<file path="src/rtl/tccs_pkg.sv">
`default_nettype none
// ----------------------------------------------------------------------------
// tccs_pkg
// Shared types, constants and the microcode program of the text console
// with cursor and scrolling.
// ----------------------------------------------------------------------------
package tccs_pkg;

    // Geometry of the cell store
    localparam int MaxCols   = 128;
    localparam int MaxRows   = 32;
    localparam int CellCount = MaxCols * MaxRows;
    localparam int AddrW     = $clog2(CellCount);
    localparam int PtrW      = AddrW + 1;
    localparam int ColW      = $clog2(MaxCols) + 1;
    localparam int RowW      = $clog2(MaxRows) + 1;

    // Character and color codes
    localparam logic [7:0]  NEWLINE_CODE = 8'd10;
    localparam logic [7:0]  SPACE_CODE   = 8'd32;
    localparam logic [7:0]  RESET_COLOR  = 8'd7;
    localparam logic [15:0] RESET_CELL   = {RESET_COLOR, SPACE_CODE};

    // Configuration register reset values and indexes
    localparam logic [7:0] RESET_COLS = 8'd80;
    localparam logic [5:0] RESET_ROWS = 6'd25;
    localparam logic [1:0] REG_COLS   = 2'd0;
    localparam logic [1:0] REG_ROWS   = 2'd1;
    localparam logic [1:0] REG_COLOR  = 2'd2;

    // Item opcodes
    localparam logic OP_PUT  = 1'b0;
    localparam logic OP_READ = 1'b1;

    // Microprogram step addresses
    typedef enum logic [4:0] {
        S_CLR   = 5'd0,
        S_IDLE  = 5'd1,
        S_DISP  = 5'd2,
        S_PUT0  = 5'd3,
        S_PUT1  = 5'd4,
        S_PUT2  = 5'd5,
        S_NL    = 5'd6,
        S_NLCHK = 5'd7,
        S_SC0   = 5'd8,
        S_SC1   = 5'd9,
        S_SC2   = 5'd10,
        S_SC3   = 5'd11,
        S_BL0   = 5'd12,
        S_BL1   = 5'd13,
        S_RD0   = 5'd14,
        S_RD1   = 5'd15,
        S_FIN   = 5'd16
    } t_step;

    // Branch conditions
    typedef enum logic [3:0] {
        C_NEVER    = 4'd0,
        C_ALWAYS   = 4'd1,
        C_IN_ACC   = 4'd2,
        C_IS_READ  = 4'd3,
        C_IS_NL    = 4'd4,
        C_COL_LT   = 4'd5,
        C_ROW_LT   = 4'd6,
        C_CLR_END  = 4'd7,
        C_COPY_END = 4'd8,
        C_ALL_END  = 4'd9,
        C_OUT_FREE = 4'd10
    } t_cond;

    typedef enum logic [1:0] {
        RD_NONE   = 2'd0,
        RD_IDX    = 2'd1,
        RD_SCROLL = 2'd2
    } t_rdsel;

    typedef enum logic [2:0] {
        WR_NONE  = 3'd0,
        WR_RESET = 3'd1,
        WR_CHAR  = 3'd2,
        WR_COPY  = 3'd3,
        WR_BLANK = 3'd4
    } t_wrsel;

    typedef enum logic [1:0] {
        PTR_KEEP = 2'd0,
        PTR_ZERO = 2'd1,
        PTR_INC  = 2'd2
    } t_ptrop;

    typedef enum logic [2:0] {
        CUR_KEEP    = 3'd0,
        CUR_CLAMP   = 3'd1,
        CUR_COLINC  = 3'd2,
        CUR_NEWROW  = 3'd3,
        CUR_LASTROW = 3'd4
    } t_curop;

    typedef enum logic [1:0] {
        ENT_KEEP = 2'd0,
        ENT_ZERO = 2'd1,
        ENT_MEM  = 2'd2
    } t_entop;

    // One control word
    typedef struct packed {
        t_cond  cond;
        t_step  target;
        logic   hold;
        logic   in_ready;
        t_rdsel rd;
        t_wrsel wr;
        t_ptrop ptr;
        t_curop cur;
        t_entop ent;
        logic   scr_set;
        logic   load_out;
    } t_ctl;

    // Datapath status seen by the sequencer
    typedef struct packed {
        logic in_acc;
        logic is_read;
        logic is_nl;
        logic col_lt;
        logic row_lt;
        logic clr_end;
        logic copy_end;
        logic all_end;
        logic out_free;
    } t_flags;

    // Microcode ROM: a branch is taken when cond holds; otherwise the step
    // either holds (hold set) or falls through to the next address.
    function automatic t_ctl ucode(input t_step step);
        t_ctl w;
        w.cond     = C_NEVER;
        w.target   = S_IDLE;
        w.hold     = 1'b0;
        w.in_ready = 1'b0;
        w.rd       = RD_NONE;
        w.wr       = WR_NONE;
        w.ptr      = PTR_KEEP;
        w.cur      = CUR_KEEP;
        w.ent      = ENT_KEEP;
        w.scr_set  = 1'b0;
        w.load_out = 1'b0;
        unique case (step)
            S_CLR: begin
                w.cond = C_CLR_END; w.target = S_IDLE; w.hold = 1'b1;
                w.wr = WR_RESET; w.ptr = PTR_INC;
            end
            S_IDLE: begin
                w.cond = C_IN_ACC; w.target = S_DISP; w.hold = 1'b1;
                w.in_ready = 1'b1;
            end
            S_DISP: begin
                w.cond = C_IS_READ; w.target = S_RD0;
            end
            S_PUT0: begin
                w.cond = C_IS_NL; w.target = S_NL;
                w.cur = CUR_CLAMP; w.ent = ENT_ZERO;
            end
            S_PUT1: begin
                w.wr = WR_CHAR; w.cur = CUR_COLINC;
            end
            S_PUT2: begin
                w.cond = C_COL_LT; w.target = S_FIN;
            end
            S_NL: begin
                w.cur = CUR_NEWROW;
            end
            S_NLCHK: begin
                w.cond = C_ROW_LT; w.target = S_FIN;
            end
            S_SC0: begin
                w.ptr = PTR_ZERO; w.cur = CUR_LASTROW; w.scr_set = 1'b1;
            end
            S_SC1: begin
                w.cond = C_COPY_END; w.target = S_BL0;
            end
            S_SC2: begin
                w.rd = RD_SCROLL;
            end
            S_SC3: begin
                w.cond = C_ALWAYS; w.target = S_SC1;
                w.wr = WR_COPY; w.ptr = PTR_INC;
            end
            S_BL0: begin
                w.cond = C_ALL_END; w.target = S_FIN;
            end
            S_BL1: begin
                w.cond = C_ALWAYS; w.target = S_BL0;
                w.wr = WR_BLANK; w.ptr = PTR_INC;
            end
            S_RD0: begin
                w.rd = RD_IDX; w.ent = ENT_ZERO;
            end
            S_RD1: begin
                w.cond = C_ALWAYS; w.target = S_FIN; w.ent = ENT_MEM;
            end
            S_FIN: begin
                w.cond = C_OUT_FREE; w.target = S_IDLE; w.hold = 1'b1;
                w.load_out = 1'b1;
            end
            default: begin
                w.cond = C_ALWAYS; w.target = S_IDLE;
            end
        endcase
        return w;
    endfunction

endpackage
`default_nettype wire

</file>
<file path="src/rtl/tccs_useq.sv">
`default_nettype none
// ----------------------------------------------------------------------------
// tccs_useq
// Microcode sequencer: step counter, control ROM and conditional branch.
// ----------------------------------------------------------------------------
module tccs_useq (
    input  wire                   i_clk,
    input  wire                   i_rst_n,
    input  tccs_pkg::t_flags      i_flags,
    output tccs_pkg::t_ctl        o_ctl,
    output logic                  o_taken
);

    tccs_pkg::t_step r_upc;
    tccs_pkg::t_step n_upc;
    tccs_pkg::t_ctl  ctl;
    logic            taken;

    // Control word lookup
    always_comb begin
        ctl = tccs_pkg::ucode(r_upc);
    end

    // Branch condition select
    always_comb begin
        unique case (ctl.cond)
            tccs_pkg::C_NEVER:    taken = 1'b0;
            tccs_pkg::C_ALWAYS:   taken = 1'b1;
            tccs_pkg::C_IN_ACC:   taken = i_flags.in_acc;
            tccs_pkg::C_IS_READ:  taken = i_flags.is_read;
            tccs_pkg::C_IS_NL:    taken = i_flags.is_nl;
            tccs_pkg::C_COL_LT:   taken = i_flags.col_lt;
            tccs_pkg::C_ROW_LT:   taken = i_flags.row_lt;
            tccs_pkg::C_CLR_END:  taken = i_flags.clr_end;
            tccs_pkg::C_COPY_END: taken = i_flags.copy_end;
            tccs_pkg::C_ALL_END:  taken = i_flags.all_end;
            tccs_pkg::C_OUT_FREE: taken = i_flags.out_free;
            default:              taken = 1'b0;
        endcase
    end

    // Next step: branch, hold or fall through
    always_comb begin
        priority if (taken) begin
            n_upc = ctl.target;
        end else if (ctl.hold) begin
            n_upc = r_upc;
        end else begin
            n_upc = tccs_pkg::t_step'(r_upc + 5'd1);
        end
    end

    always_ff @(posedge i_clk) begin
        if (!i_rst_n) begin
            r_upc <= tccs_pkg::S_CLR;
        end else begin
            r_upc <= n_upc;
        end
    end

    assign o_ctl   = ctl;
    assign o_taken = taken;

endmodule
`default_nettype wire

</file>
<file path="config.mk">
export PLATFORM = sky130hd
export DESIGN_NAME = tccs_useq
export DESIGN_NICKNAME = d
export VERILOG_FILES = /design/src/rtl/tccs_pkg.sv /design/src/rtl/tccs_useq.sv
export SDC_FILE = /design/constraint.sdc
export NUM_CORES = 1
export LEC_CHECK = 0
export BUFFER_PORTS_ARGS = -buffer_cell sky130_fd_sc_hd__buf_2
export CAP_MARGIN = 20
export CORE_MARGIN = 2
export CORE_UTILIZATION = 48
export CTS_CLUSTER_DIAMETER = 60
export DETAILED_ROUTE_END_ITERATION = 6
export PLACE_DENSITY = 0.79
export SYNTH_ARGS = -nofsm -noshare
export SYNTH_HDL_FRONTEND = slang
export SYNTH_SLANG_ARGS = --single-unit
</file>
<file path="constraint.sdc">
create_clock -name i_clk -period 2.66 [get_ports i_clk]
set_input_delay 0 -clock i_clk [delete_from_list [all_inputs] [get_ports i_clk]]
set_output_delay 0 -clock i_clk [all_outputs]
set_load 0.03 [all_outputs]
</file>
==> impl_metrics.toml <==
[synthesis]
synth_area_leaders = "dfxtp_1 11%, nand2_1 7.8%, mux2i_1 7.6%, ha_1 6.8%, nor2_1 4.1%"
syn_area_per_cell_um2 = 7.23
synth_top_cell_by_area = "dfxtp_1"
synth_top_area_share_pct = 10.9
synthArstFlopShare_pct = 0
yosysWarnings = 0
synth-edff-count = 0
synth_seq_area_share_pct = 10.9
synth_area_um2 = 918
ys_seq_elements = 5
yosysUniqueCellTypes = 49
syn-num-nets = 143
synth_flop_cell = "dfxtp_1"
synth_cells = 127

[sta]
fin_ws_ns = 0.124
rsz0062_at_grt = "false"
finalCriticalPeriod_ns = 2.54
fmax_mhz = 394
maxSlewViolCount = 0
slew_headroom_pct = 65.3
finalCritPeriodShare_pct = 95.3
finalSetupTns_ns = 0
hold_viol = 0
finClkSkew_ns = 0.00262
worst_pin_slew_ns = 0.517
setup_viol = 0

[grt]
grt_max_degree = 20
overflow = 0
grt_usage_pct = 23.7
grt_pass1_wl_mm = 3.88
first_global_vias = 921
antenna_found_initial = 0

[critical_path]
critical_path_buf_inv_count = 2
crit_slowest_cell = "a311o_1"
crit_top_cell = "ha_1"
worstPathArrival_ns = 2.54
slowest_delay_ns = 0.36
cp-end-kind = "output port"
cp_max_fo = 6
path_delay_family = "compound AO/OA/AOI/OAI gates"
startpoint_type = "flop"
crit_required_ns = 2.66
path_cells = "ha_1 > and3_1 > ha_1 > inv_1 > o21ai_1 > a311o_1 > a31o_4 > mux2_4 > nand3_4 > buf_6"
criticalPathCategory = "reg -> out"

[cells_and_area]
largest-register = "r_upc"
diodes = 0
reg_top3 = "r_upc (5)"
largest_reg_flops = 5
area_growth_pct = 26.2
drive_gt1_share_pct = 38.9
fin_nets = 179
multiInputGateArea_um2 = 721
fillers = 181
regArea_um2 = 104

[floorplan]
core_um2 = 1760
io_pins = 37
die_w_um = 47.7
dieArea_um2 = 2280
rows = 15
die_h_um = 47.7
initial_utilization_pct = 52.1

[clock_tree]
hold_buffers = 0
clockBufferDepth = 2
clock_sinks = 5
clkLatencyLatePin_ns = 0.24
cts_buffers = 3
cts_tree = "done"
root_buffer = "clkbuf_4"
clk_pin_slew_worst_paths_ns = 0.04
cts_htree_levels = 1

[place]
hpwl_mm = 2.10
io_buffers = 36
gp_congestion = 0.853
place_ws_ns = 0.0792

[detailed_routing]
vias = 1078
dr.pass1.iters = 4
wirelength_mm = 2.64
via_per_inst = 5.76
ant_nets = 0
wire_per_inst_um = 14.1
drt_iter0_markers = 31
drc = 0

[power]
p_leak_uw = 0.000579
vdd_drop_max_mv = 1.13
powerDensity_nw_per_um2 = 1480

[flow_run]
drv_cap = 0

[status]
status = "finished clean"

[min_path]
hp-class = "in -> reg"
==> final cells by class <==
type                            count  area share [%]
Multi-Input combinational cell    101            62.2
Timing Repair Buffer               44            21.3
Sequential cell                     5            8.96
Tap cell                           25            2.70
Inverter                            8            2.59
Clock buffer                        4            2.27
==> through the flow <==
step	power (µW)	instances	hold slack (ns)	util, %	cell area (µm²)
floorplan	1240	127	0.346	-	918
global placement	1510	182	0.332	62.9	1110
detailed placement	1550	182	0.346	62.9	1110
CTS	1650	186	0.0961	64.5	1140
global route	1810	187	0.106	65.7	1160
finish	1710	187	0.0988	65.7	1160
==> what timing repair did <==
action                     4_1_cts  5_1_grt
setup endpoints to repair        1        1
hold endpoints to repair         0        0
buffers inserted                 0        1
gates resized for setup          1        8
pin swaps                        0        1
==> cell usage in the layout (no fill, tap or decap), drive strengths merged, types with 2 or more instances in the layout <==
cell type,n
and3,3
a31oi,2
o21ai,6
or2b,3
ha,5
or3,2
mux2,2
o31ai,2
nor3,4
xnor2,2
nand2,19
nor2,11
a211o,2
nand3,5
buf,44
inv,8
o311a,2
dfxtp,5
clkbuf,4
mux2i,8
a21oi,4
nor2b,3
==> cells in the mapped netlist, drive strengths merged, types with 3 or more instances <==
| master | instances |
|---|---|
| nand2 | 19 |
| nor2 | 11 |
| buf | 9 |
| inv | 8 |
| mux2i | 8 |
| o21ai | 6 |
| dfxtp | 5 |
| ha | 5 |
| nand3 | 5 |
| a21oi | 4 |
| clkbuf | 4 |
| nor3 | 4 |
| and3 | 3 |
| nor2b | 3 |
| or2b | 3 |
==> metal layers <==
layer	wire length (µm)	vias up	track usage [%]
li1	-	524	-
met1	1080	499	29.7
met2	1400	53	41.6
met3	144	2	2.26
met4	16	0	9.19
met5	0	-	0
==> worst reg2reg max path, cell delays in order, from the launching register on <==
cell and delay [ns]:
dfxtp_1 0.35, ha_1 0.21, and3_1 0.18, ha_1 0.20, inv_1 0.09, o21ai_1 0.09, a311o_1 0.36, a31o_4 0.24
mux2_4 0.31, nand3_4 0.12, mux2i_1 0.23
==> worst paths after layout <==
check / from / endpoint / slack [ns] / depth (start not counted)
max: r_upc[1]$_SDFFE_PN0P_ / o_taken / 0.12 / 10
max reg2reg: r_upc[1]$_SDFFE_PN0P_ / r_upc[0]$_SDFFE_PN0P_ / 0.19 / 10
min reg2reg: r_upc[0]$_SDFFE_PN0P_ / r_upc[0]$_SDFFE_PN0P_ / 0.67 / 3
min: i_rst_n / r_upc[3]$_SDFFE_PN0P_ / 0.1 / 3
==> power breakdown <==
group / internal [µW] / switching (µW)
clock network: 56.6 / 29.5
registers: 98.5 / 51.6
logic: 573 / 903
==> logic make-up (layout without fill, tap and decap cells) <==
kind of cell	after synthesis	after routing	share of synthesized area (%)
buffers and inverters	21	56	11.2
xor gates and xnor gates	3	3	2.86
adders and majority gates	5	5	6.81
muxes	10	10	12.0
DFF	5	5	10.9
and+or+nand+nor	52	52	28.5
AOI/OAI and AO/OA	31	31	27.8
Note: power is estimated with default switching activity, not from simulation.
